**src/rtl/core/xbr_pkg.sv**
```systemverilog
// shared types, codes and helper functions of the bounded xoshiro generator
package xbr_pkg;

   localparam int WORD_WIDTH      = 64;
   localparam int KIND_WIDTH      = 2;
   localparam int CSR_INDEX_WIDTH = 2;

   localparam logic [KIND_WIDTH-1:0] KIND_RAW    = 2'd0;
   localparam logic [KIND_WIDTH-1:0] KIND_RANGE  = 2'd1;
   localparam logic [KIND_WIDTH-1:0] KIND_RESEED = 2'd2;

   localparam logic [CSR_INDEX_WIDTH-1:0] CSR_SEED_FIRST  = 2'd0;
   localparam logic [CSR_INDEX_WIDTH-1:0] CSR_SEED_SECOND = 2'd1;

   localparam logic [WORD_WIDTH-1:0] RESEED_WORD1 = 64'h0000_0000_0000_00ff;

   typedef logic [WORD_WIDTH-1:0] word_type;

   typedef enum logic [1:0] {
      OUT_BOUND,
      OUT_RAW,
      OUT_RANGE
   } out_sel_type;

   typedef struct packed {
      logic        load_item;
      logic        reseed;
      logic        order;
      logic        span;
      logic        draw;
      logic        scramble;
      logic        load_out;
      out_sel_type out_sel;
   } dp_cmd_type;

   typedef struct packed {
      logic bounds_equal;
      logic reject;
   } dp_status_type;

   function automatic word_type rotl(input word_type x, input int unsigned k);
      rotl = (x << k) | (x >> (WORD_WIDTH - k));
   endfunction

   // smallest all-ones value covering x
   function automatic word_type smear(input word_type x);
      word_type m;
      m = x;
      m = m | (m >> 1);
      m = m | (m >> 2);
      m = m | (m >> 4);
      m = m | (m >> 8);
      m = m | (m >> 16);
      m = m | (m >> 32);
      smear = m;
   endfunction

endpackage

```
**src/rtl/core/xbr_ctrl.sv**
```systemverilog
// sequencer: accepts beats, steps the datapath and owns the result valid
module xbr_ctrl
   import xbr_pkg::*;
(
   input  logic                  clock,
   input  logic                  reset,
   input  logic                  req_valid,
   input  logic [KIND_WIDTH-1:0] req_kind,
   output logic                  req_stall,
   output logic                  rsp_valid,
   input  logic                  rsp_stall,
   output dp_cmd_type            cmd,
   input  dp_status_type         status
);

   typedef enum logic [2:0] {
      S_IDLE,
      S_ORDER,
      S_SPAN,
      S_DRAW,
      S_SCRAMBLE,
      S_CHECK
   } state_type;

   state_type state_ff, state_in;
   logic      is_range_ff, is_range_in;
   logic      rsp_valid_ff, rsp_valid_in;
   logic      out_free;

   assign out_free  = !rsp_valid_ff || !rsp_stall;
   assign req_stall = (state_ff != S_IDLE);
   assign rsp_valid = rsp_valid_ff;

   always_comb begin
      state_in    = state_ff;
      is_range_in = is_range_ff;
      cmd         = '0;
      cmd.out_sel = OUT_RAW;
      case (state_ff)
         S_IDLE: begin
            if (req_valid) begin
               cmd.load_item = 1'b1;
               case (req_kind)
                  KIND_RAW: begin
                     is_range_in = 1'b0;
                     state_in    = S_DRAW;
                  end
                  KIND_RANGE: begin
                     is_range_in = 1'b1;
                     state_in    = S_ORDER;
                  end
                  KIND_RESEED: cmd.reseed = 1'b1;
                  default: ;
               endcase
            end
         end
         S_ORDER: begin
            if (status.bounds_equal) begin
               if (out_free) begin
                  cmd.load_out = 1'b1;
                  cmd.out_sel  = OUT_BOUND;
                  state_in     = S_IDLE;
               end
            end else begin
               cmd.order = 1'b1;
               state_in  = S_SPAN;
            end
         end
         S_SPAN: begin
            cmd.span = 1'b1;
            state_in = S_DRAW;
         end
         S_DRAW: begin
            cmd.draw = 1'b1;
            state_in = S_SCRAMBLE;
         end
         S_SCRAMBLE: begin
            cmd.scramble = 1'b1;
            state_in     = S_CHECK;
         end
         S_CHECK: begin
            if (is_range_ff && status.reject) begin
               state_in = S_DRAW;
            end else if (out_free) begin
               cmd.load_out = 1'b1;
               cmd.out_sel  = is_range_ff ? OUT_RANGE : OUT_RAW;
               state_in     = S_IDLE;
            end
         end
         default: state_in = S_IDLE;
      endcase
   end

   always_comb begin
      if (cmd.load_out) begin
         rsp_valid_in = 1'b1;
      end else begin
         rsp_valid_in = rsp_valid_ff && rsp_stall;
      end
   end

   always_ff @(posedge clock) begin
      if (reset) begin
         state_ff     <= S_IDLE;
         is_range_ff  <= 1'b0;
         rsp_valid_ff <= 1'b0;
      end else begin
         state_ff     <= state_in;
         is_range_ff  <= is_range_in;
         rsp_valid_ff <= rsp_valid_in;
      end
   end

endmodule

```
**src/rtl/core/xbr_datapath.sv**
```systemverilog
// generator state, seed registers, range arithmetic and the result register
module xbr_datapath
   import xbr_pkg::*;
(
   input  logic                       clock,
   input  logic                       reset,
   input  logic                       csr_write,
   input  logic [CSR_INDEX_WIDTH-1:0] csr_index,
   input  logic [WORD_WIDTH-1:0]      csr_data,
   input  logic signed [WORD_WIDTH-1:0] req_bound_a,
   input  logic signed [WORD_WIDTH-1:0] req_bound_b,
   input  dp_cmd_type                 cmd,
   output dp_status_type              status,
   output logic [WORD_WIDTH-1:0]      rsp_value
);

   word_type seed_first_ff, seed_second_ff;
   word_type word_ff [4];
   word_type word_in [4];
   word_type a_ff, b_ff, lo_ff, hi_ff, span_ff;
   word_type p_ff, p_in;
   word_type r_ff, r_in;
   word_type out_ff, out_in;
   word_type step0, step1, step2, step3, shifted, rot, mask, masked;

   // one xoshiro256** state advance
   always_comb begin
      shifted = word_ff[1] << 17;
      step2   = word_ff[2] ^ word_ff[0];
      step3   = word_ff[3] ^ word_ff[1];
      step1   = word_ff[1] ^ step2;
      step0   = word_ff[0] ^ step3;
   end

   always_comb begin
      if (cmd.reseed) begin
         word_in[0] = seed_first_ff;
         word_in[1] = RESEED_WORD1;
         word_in[2] = seed_second_ff;
         word_in[3] = '0;
      end else if (cmd.draw) begin
         word_in[0] = step0;
         word_in[1] = step1;
         word_in[2] = step2 ^ shifted;
         word_in[3] = rotl(step3, 45);
      end else begin
         word_in = word_ff;
      end
   end

   // scrambler split over two registers: times 5 into p_ff, then rotate and times 9 into r_ff
   assign p_in = word_ff[1] + (word_ff[1] << 2);
   assign rot  = rotl(p_ff, 7);
   assign r_in = rot + (rot << 3);

   assign mask   = smear(span_ff);
   assign masked = r_ff & mask;

   assign status.bounds_equal = (a_ff == b_ff);
   assign status.reject       = (masked > span_ff);

   always_comb begin
      case (cmd.out_sel)
         OUT_BOUND: out_in = a_ff;
         OUT_RAW:   out_in = r_ff;
         OUT_RANGE: out_in = masked + lo_ff;
         default:   out_in = r_ff;
      endcase
   end

   assign rsp_value = out_ff;

   always_ff @(posedge clock) begin
      if (reset) begin
         seed_first_ff  <= '0;
         seed_second_ff <= '0;
         word_ff[0]     <= '0;
         word_ff[1]     <= RESEED_WORD1;
         word_ff[2]     <= '0;
         word_ff[3]     <= '0;
      end else begin
         if (csr_write && (csr_index == CSR_SEED_FIRST)) begin
            seed_first_ff <= csr_data;
         end
         if (csr_write && (csr_index == CSR_SEED_SECOND)) begin
            seed_second_ff <= csr_data;
         end
         word_ff <= word_in;
      end
   end

   always_ff @(posedge clock) begin
      if (cmd.load_item) begin
         a_ff <= $unsigned(req_bound_a);
         b_ff <= $unsigned(req_bound_b);
      end
      if (cmd.order) begin
         if ($signed(a_ff) < $signed(b_ff)) begin
            lo_ff <= a_ff;
            hi_ff <= b_ff;
         end else begin
            lo_ff <= b_ff;
            hi_ff <= a_ff;
         end
      end
      if (cmd.span) begin
         span_ff <= hi_ff - lo_ff;
      end
      if (cmd.draw) begin
         p_ff <= p_in;
      end
      if (cmd.scramble) begin
         r_ff <= r_in;
      end
      if (cmd.load_out) begin
         out_ff <= out_in;
      end
   end

endmodule

```
**src/rtl/core/xoshiro_bounded_random.sv**
```systemverilog
// top level of the bounded xoshiro256** random generator
//
// Request channel (req_valid / req_stall) carries one beat per item: req_kind
// selects a raw 64-bit draw, a signed integer in [bound_a, bound_b] (either
// order), or a reseed from the two seed registers. The result channel
// (rsp_valid / rsp_stall) returns one beat for raw and range items, none for
// reseed or the unused kind. The user writes seeds through csr_write /
// csr_index / csr_data only while the block is idle; it does not enforce this.
// Sequence: a raw item runs the draw, scramble and check steps and then loads
// its result; the block takes a new item only once the previous one is done.
// A range item first runs the ordering and span steps, and each rejected draw
// repeats the draw, scramble and check sequence of the single generator unit;
// fewer than two draws are needed on average. Equal bounds answer from the
// ordering step. A reseed or unused kind leaves the block idle.
// Reset loads the generator with 0, 0xff, 0, 0 and clears both seeds.
// The result sits in an output register: a stalled receiver holds it there
// while the block already takes the next request; a finished result then
// waits in the last step until the register frees up.
module xoshiro_bounded_random
   import xbr_pkg::*;
(
   input  logic                         clock,
   input  logic                         reset,
   input  logic                         csr_write,
   input  logic [CSR_INDEX_WIDTH-1:0]   csr_index,
   input  logic [WORD_WIDTH-1:0]        csr_data,
   input  logic                         req_valid,
   output logic                         req_stall,
   input  logic [KIND_WIDTH-1:0]        req_kind,
   input  logic signed [WORD_WIDTH-1:0] req_bound_a,
   input  logic signed [WORD_WIDTH-1:0] req_bound_b,
   output logic                         rsp_valid,
   input  logic                         rsp_stall,
   output logic [WORD_WIDTH-1:0]        rsp_value
);

   dp_cmd_type    cmd;
   dp_status_type status;

   xbr_ctrl u_ctrl (
      .clock     (clock),
      .reset     (reset),
      .req_valid (req_valid),
      .req_kind  (req_kind),
      .req_stall (req_stall),
      .rsp_valid (rsp_valid),
      .rsp_stall (rsp_stall),
      .cmd       (cmd),
      .status    (status)
   );

   xbr_datapath u_datapath (
      .clock       (clock),
      .reset       (reset),
      .csr_write   (csr_write),
      .csr_index   (csr_index),
      .csr_data    (csr_data),
      .req_bound_a (req_bound_a),
      .req_bound_b (req_bound_b),
      .cmd         (cmd),
      .status      (status),
      .rsp_value   (rsp_value)
   );

endmodule

```
**config.mk**
```make
export PLATFORM = sky130hd
export DESIGN_NAME = xoshiro_bounded_random
export DESIGN_NICKNAME = d
export VERILOG_FILES = /design/src/rtl/core/xbr_pkg.sv /design/src/rtl/core/xbr_ctrl.sv /design/src/rtl/core/xbr_datapath.sv /design/src/rtl/core/xoshiro_bounded_random.sv
export SDC_FILE = /design/constraint.sdc
export NUM_CORES = 2
export LEC_CHECK = 0
export BUFFER_PORTS_ARGS = -buffer_cell sky130_fd_sc_hd__buf_2
export CORE_MARGIN = 3
export CORE_UTILIZATION = 55
export DETAILED_ROUTE_END_ITERATION = 10
export PLACE_DENSITY = 0.71
export SYNTH_ARGS = -nofsm -noshare
export SYNTH_HDL_FRONTEND = slang
export SYNTH_HIERARCHICAL = 1
export SYNTH_SLANG_ARGS = --single-unit
export TNS_END_PERCENT = 5
```
**constraint.sdc**
```tcl
create_clock -name clock -period 18 [get_ports clock]
set_input_delay 1.8 -clock clock [delete_from_list [all_inputs] [get_ports clock]]
set_output_delay 1.8 -clock clock [all_outputs]
set_load 0.005 [all_outputs]
```
# ---- After elaboration in Yosys (flattened, before gate mapping)
# Index checks and enable logic that the tools add are counted.
dict set report totals {
  register_bits 901
  inputBits 201
  output_inout_bits 66
  elab_cells 93
}
dict set report op_classes {
  n_addsub 4
  magnitude_cmp 2
  eq_ne 12
  mux 27
  n_bitwise 14
  reduce_logical 17
}
# cell n
set ops {}
lappend ops {{$mux 256} 2}
lappend ops {{$xor 64x64->64} 5}
lappend ops {{$add 64x64->64} 3}
lappend ops {{$mux 64} 2}
lappend ops {{$pmux 64 s2} 1}
lappend ops {{$and 64x64->64} 1}
lappend ops {{$eq 64x64->1} 1}
lappend ops {{$gt 64x64->1} 1}
lappend ops {{$lt 64x64->1} 1}
lappend ops {{$or 64x32->64} 1}
lappend ops {{$or 64x45->64} 1}
lappend ops {{$or 64x48->64} 1}
lappend ops {{$or 64x56->64} 1}
lappend ops {{$or 64x60->64} 1}
lappend ops {{$or 64x62->64} 1}
lappend ops {{$or 64x63->64} 1}
lappend ops {{$or 64x7->64} 1}
lappend ops {{$sub 64x64->64} 1}
lappend ops {{$mux 3} 8}
lappend ops {{$pmux 3 s6} 1}
lappend ops {{$pmux 3 s2} 2}
lappend ops {{$mux 1} 7}
lappend ops {{$eq 3x2->1 const B} 2}
lappend ops {{$eq 3x3->1 const B} 2}
lappend ops {{17 further kinds} 28}

# ---- Longest topological paths before layout
dict set report logic_depth {
  word_depth 13
  ltp_mapped 29
  depth_no_buf 26
}

# ---- By module
# The synthesis kept the hierarchy.
# mod n_inst cells_each area_each_um2 seq_area_each_um2
set modules_own_cells {}
lappend modules_own_cells {xbr_datapath 1 5485 52213.8 23062.1}
lappend modules_own_cells {xbr_ctrl 1 54 375.4 100.1}

# ---- Worst setup path after synthesis
# No wires, ideal clock.
dict set report synth_path {
  path_type {register to register}
  start {reg u_datapath.a_ff[54]}
  end {reg u_datapath.hi_ff[0], enable pin}
  setup_time_ns 0.798
  arrival_time_ns 10.414
  t_required_ns 17.202
  path_slack_ns 6.788
  path_stages_with_launch 8
  n_path_buf 0
  period_less_slack_ns 11.212
  path_cell_list {edfxtp_1 > ha_1 > and4_1 > nand3_1 > nor4_1 > nand2_1 > nor2_1 > nor3b_1}
}
# element line_no
set synth_lines {}
lappend synth_lines {{start, declared} xbr_datapath.sv:20} ;# word_type a_ff, b_ff, lo_ff, hi_ff, span_ff;
lappend synth_lines {{start signal, assigned} xbr_datapath.sv:94} ;# a_ff <= $unsigned(req_bound_a);
lappend synth_lines {{end signal, assigned} xbr_datapath.sv:100} ;# hi_ff <= b_ff;
lappend synth_lines {{end signal, assigned} xbr_datapath.sv:103} ;# hi_ff <= a_ff;
lappend synth_lines {{end, declared} xbr_datapath.sv:20}

==> flow_summary.toml <==
[clock_network]
clock_latency_ps = 700
cts.sinks = 901
clock-root-buffer = "clkbuf_16"
cts_tree = "built"
htreeDepth = 3
postCtsResizedCells = 0
cts.path.max_buffers = 3
cts_buffers = 98
postCtsSetupBuffers = 0
ctsHoldBuffers = 0
cts.clk_slew.worst_paths_ps = 60

[critical_path]
worst-endpoint-arrival_ps = 8710
cp_max_fo = 49
cp-start-kind = "flip-flop"
r2r-start = "u_datapath/span_ff[51]"
r2r_setup_slack_ps = 9800
crit_type = "reg -> reg"
worstPathRequired_ps = 18510
cpPeakStageDelay_ps = 940
crit_family = "simple AND/OR/NAND/NOR gates"
path_buf_inv = 0
crit_path_top_delay_cell = "nor2_1"
rr_worst_depth = 26
reg2reg_to = "u_datapath/rsp_value[47]"
end_kind = "flip-flop"
critPathMostFrequentCell = "a21o_1"

[routing]
drt_iter0_drc = 3596
via_per_inst = 5.78
drt_wl_total_um = 147000
num_vias = 40700
routedWlPerCell_um = 20.8
ant_nets = 0
first_pass_iters = 6
drc_errors = 0

[logic_synthesis]
ys.flop_type = "edfxtp_1"
synthesis.instances = 5539
synth.distinct_cells = 93
post-synth-top-count-cell = "nand2_1"
async_flop_share_pct = 0
synthTopCellsByCount = "nand2_1, a21oi_1, edfxtp_1"
synth_warnings = 6
synth_top_area_share_pct = 29.2
synth_fp_nets = 6106
synth_top_area_cell = "edfxtp_1"
yosysSeqAreaShare_pct = 44.0
synth_area_leaders = "edfxtp_1, dfxtp_1, ha_1, xor2_1, a21oi_1"
syn_avg_cell_area_um2 = 9.49
synth-edff-count = 512
ys_seq_elements = 901
syn_area_um2 = 52600

[sta]
setup_tns_ps = 0
fin_crit_ps = 8200
fin_crit_sh_pct = 45.5
worst_pin_slew_ps = 1180
slew_violations = 0
fin_skew_ps = 40.3
slew_headroom_pct = 20.8
finalHoldViolations = 0
max_freq_ghz = 0.122
rsz0062_at_grt = "false"
setup_violations = 0

[hold_path]
min-delay-start = "u_datapath/seed_first_ff[55]"
holdPathEnd = "u_datapath/seed_first_ff[55]"
hold_class = "reg -> reg"
min_path_cells = 2

[pwr]
p_int_w = 0.00423
p_seq_share_pct = 42.3
sw_frac_of_total_pct = 31.0
leakagePower_nw = 24.9
p_clk_share_pct = 33.0
power_switching_w = 0.00190
cellPowerDensity_nw_per_um2 = 105
combinationalPowerShare_pct = 24.7
ir_drop_mv = 0.0830

[grt]
first_global_vias = 38900
grt_pass1_wl_um = 224000
grt_max_degree = 179
grt.total_usage_pct = 29.1
gr-total-overflow = 0
antenna_found_initial = 3

[final_layout]
num-nets-final = 6273
drive_gt1_share_pct = 10.9
syn2layout_area_growth_pct = 10.7
stdcell_area_um2 = 58200
n_antenna_cell = 0

[run_status]
outcome = "finished, final reports clean"

[floorplan]
die_w_um = 315
die_area_um2 = 99400
die_h_um = 315
num_rows = 112
start_util_pct = 55.9
core-area_um2 = 94000
io_pins = 267

[place]
dpl_cell_area_um2 = 54900
port_buffers = 266
dpl.hpwl_um = 109000
gp_congestion = 0.958

[job]
maxCapViolations = 0
## worst max-delay path by stage
| stage | startpoint | to | cells past startpoint |
|---|---|---|---|
| floorplan | u_datapath/a_ff[54] | u_datapath/hi_ff[0] | 7 |
| global placement | u_datapath/span_ff[51] | u_datapath/rsp_value[54] | 27 |
| detailed placement | u_datapath/span_ff[51] | u_datapath/rsp_value[60] | 26 |
| CTS | u_datapath/span_ff[51] | u_datapath/rsp_value[47] | 26 |
| global route | u_datapath/span_ff[51] | u_datapath/rsp_value[47] | 26 |
| finish | u_datapath/span_ff[51] | u_datapath/rsp_value[47] | 26 |
## area by class of cell
class,instances,area (um2)
sequential,901,23200
fill,7994,35800
multi-input combinational,4144,27600
clock inverter,43,497
timing repair buffer,292,1560
inverter,269,1010
clock buffer,140,2780
tap,1254,1570
## metal layers
layer / up-vias / GRT usage [%] / wire length (um)
li1: 19800 / - / -
met1: 19400 / 39.8 / 64800
met2: 1222 / 47.0 / 67200
met3: 238 / 3.95 / 8900
met4: 2 / 10.7 / 5900
met5: - / 0 / 13
## worst register-to-register path, cell delays in order (launching register included)
cell and delay (ps):
edfxtp_1 460, nor4_1 720, nand4_1 370, nor3_4 790, nand2b_1 210, or3_1 410
and2_1 200, ha_1 180, a21o_1 150, a21o_1 170, a21o_1 170, a21o_1 170
a21o_1 170, a21o_1 160, a21o_1 170, a221o_1 340, a31oi_1 220, a21oi_1 100
o21ai_0 220, a21oi_1 100, a211oi_1 290, nor2_1 210, o22ai_1 250, nand3_4 470
nor2_1 990, a22oi_1 200, o21ai_0 140
## cell usage in the layout (no fill, tap or decap), types with 12 or more instances in the layout
cell       instances
a211oi_1          18
a21o_1           212
a21oi_1          627
a22oi_1           19
a31o_2            13
a31oi_1           33
and2_1            29
and3_1            39
and4_1            14
buf_2            265
buf_4             24
clkbuf_1          25
clkbuf_16         99
clkbuf_8          14
clkinv_1          12
clkinv_2          13
dfxtp_1          389
edfxtp_1         512
ha_1             362
inv_1            268
mux2_2           127
mux2i_1           32
nand2_1          640
nand2b_1         125
nand3_1           54
nand4_1           71
nor2_1           490
nor2b_1           69
nor3_1            47
nor4_1            12
o211ai_1          12
o21a_1            47
o21ai_0          208
o21ai_1           13
o21bai_1          26
o31ai_1           14
xnor2_1          166
xor2_1           428
## power groups by stage
stage          logic (W)  registers [W]  clock network (W)
6_report         0.00151        0.00259            0.00203
3_3_place_gp     0.00147        0.00263                  0
4_1_cts          0.00149        0.00259            0.00207
2_1_floorplan    0.00111        0.00257                  0
3_5_place_dp     0.00148        0.00263                  0
5_1_grt          0.00166        0.00261            0.00214
## registers in the layout, summed over array words and instances, names as in the netlist, 64 cells and up
register and count:
u_datapath/span_ff 64, u_datapath/r_ff 64, u_datapath/word_ff 209, u_datapath/rsp_value 64, u_datapath/lo_ff 64, u_datapath/b_ff 64, u_datapath/seed_first_ff 64, u_datapath/hi_ff 64
u_datapath/seed_second_ff 64, u_datapath/p_ff 64, u_datapath/a_ff 64
## kinds of logic after synthesis
| family | share of synthesized area [%] |
|---|---|
| and+or+nand+nor | 14.4 |
| AOI/OAI and AO/OA | 15.7 |
| DFF | 44.0 |
| xor gates and xnor gates | 9.94 |
| buffers and inverters | 3.55 |
| adders and majority gates | 9.02 |
| muxes | 3.33 |
## per-stage QoR
stage          util [%]  cells  hold WS, ps  worst slack (ps)  power, W
6_report           61.9   7043          453              9800   0.00613
5_1_grt            61.9   7043          467              9330   0.00641
4_1_cts            61.9   7043          455              9860   0.00615
3_5_place_dp       58.4   6860          447              9970   0.00411
3_3_place_gp       58.4   6860          443             10170   0.00410
2_1_floorplan         -   5539          433              6790   0.00369
(Power assumes the default switching activity.)
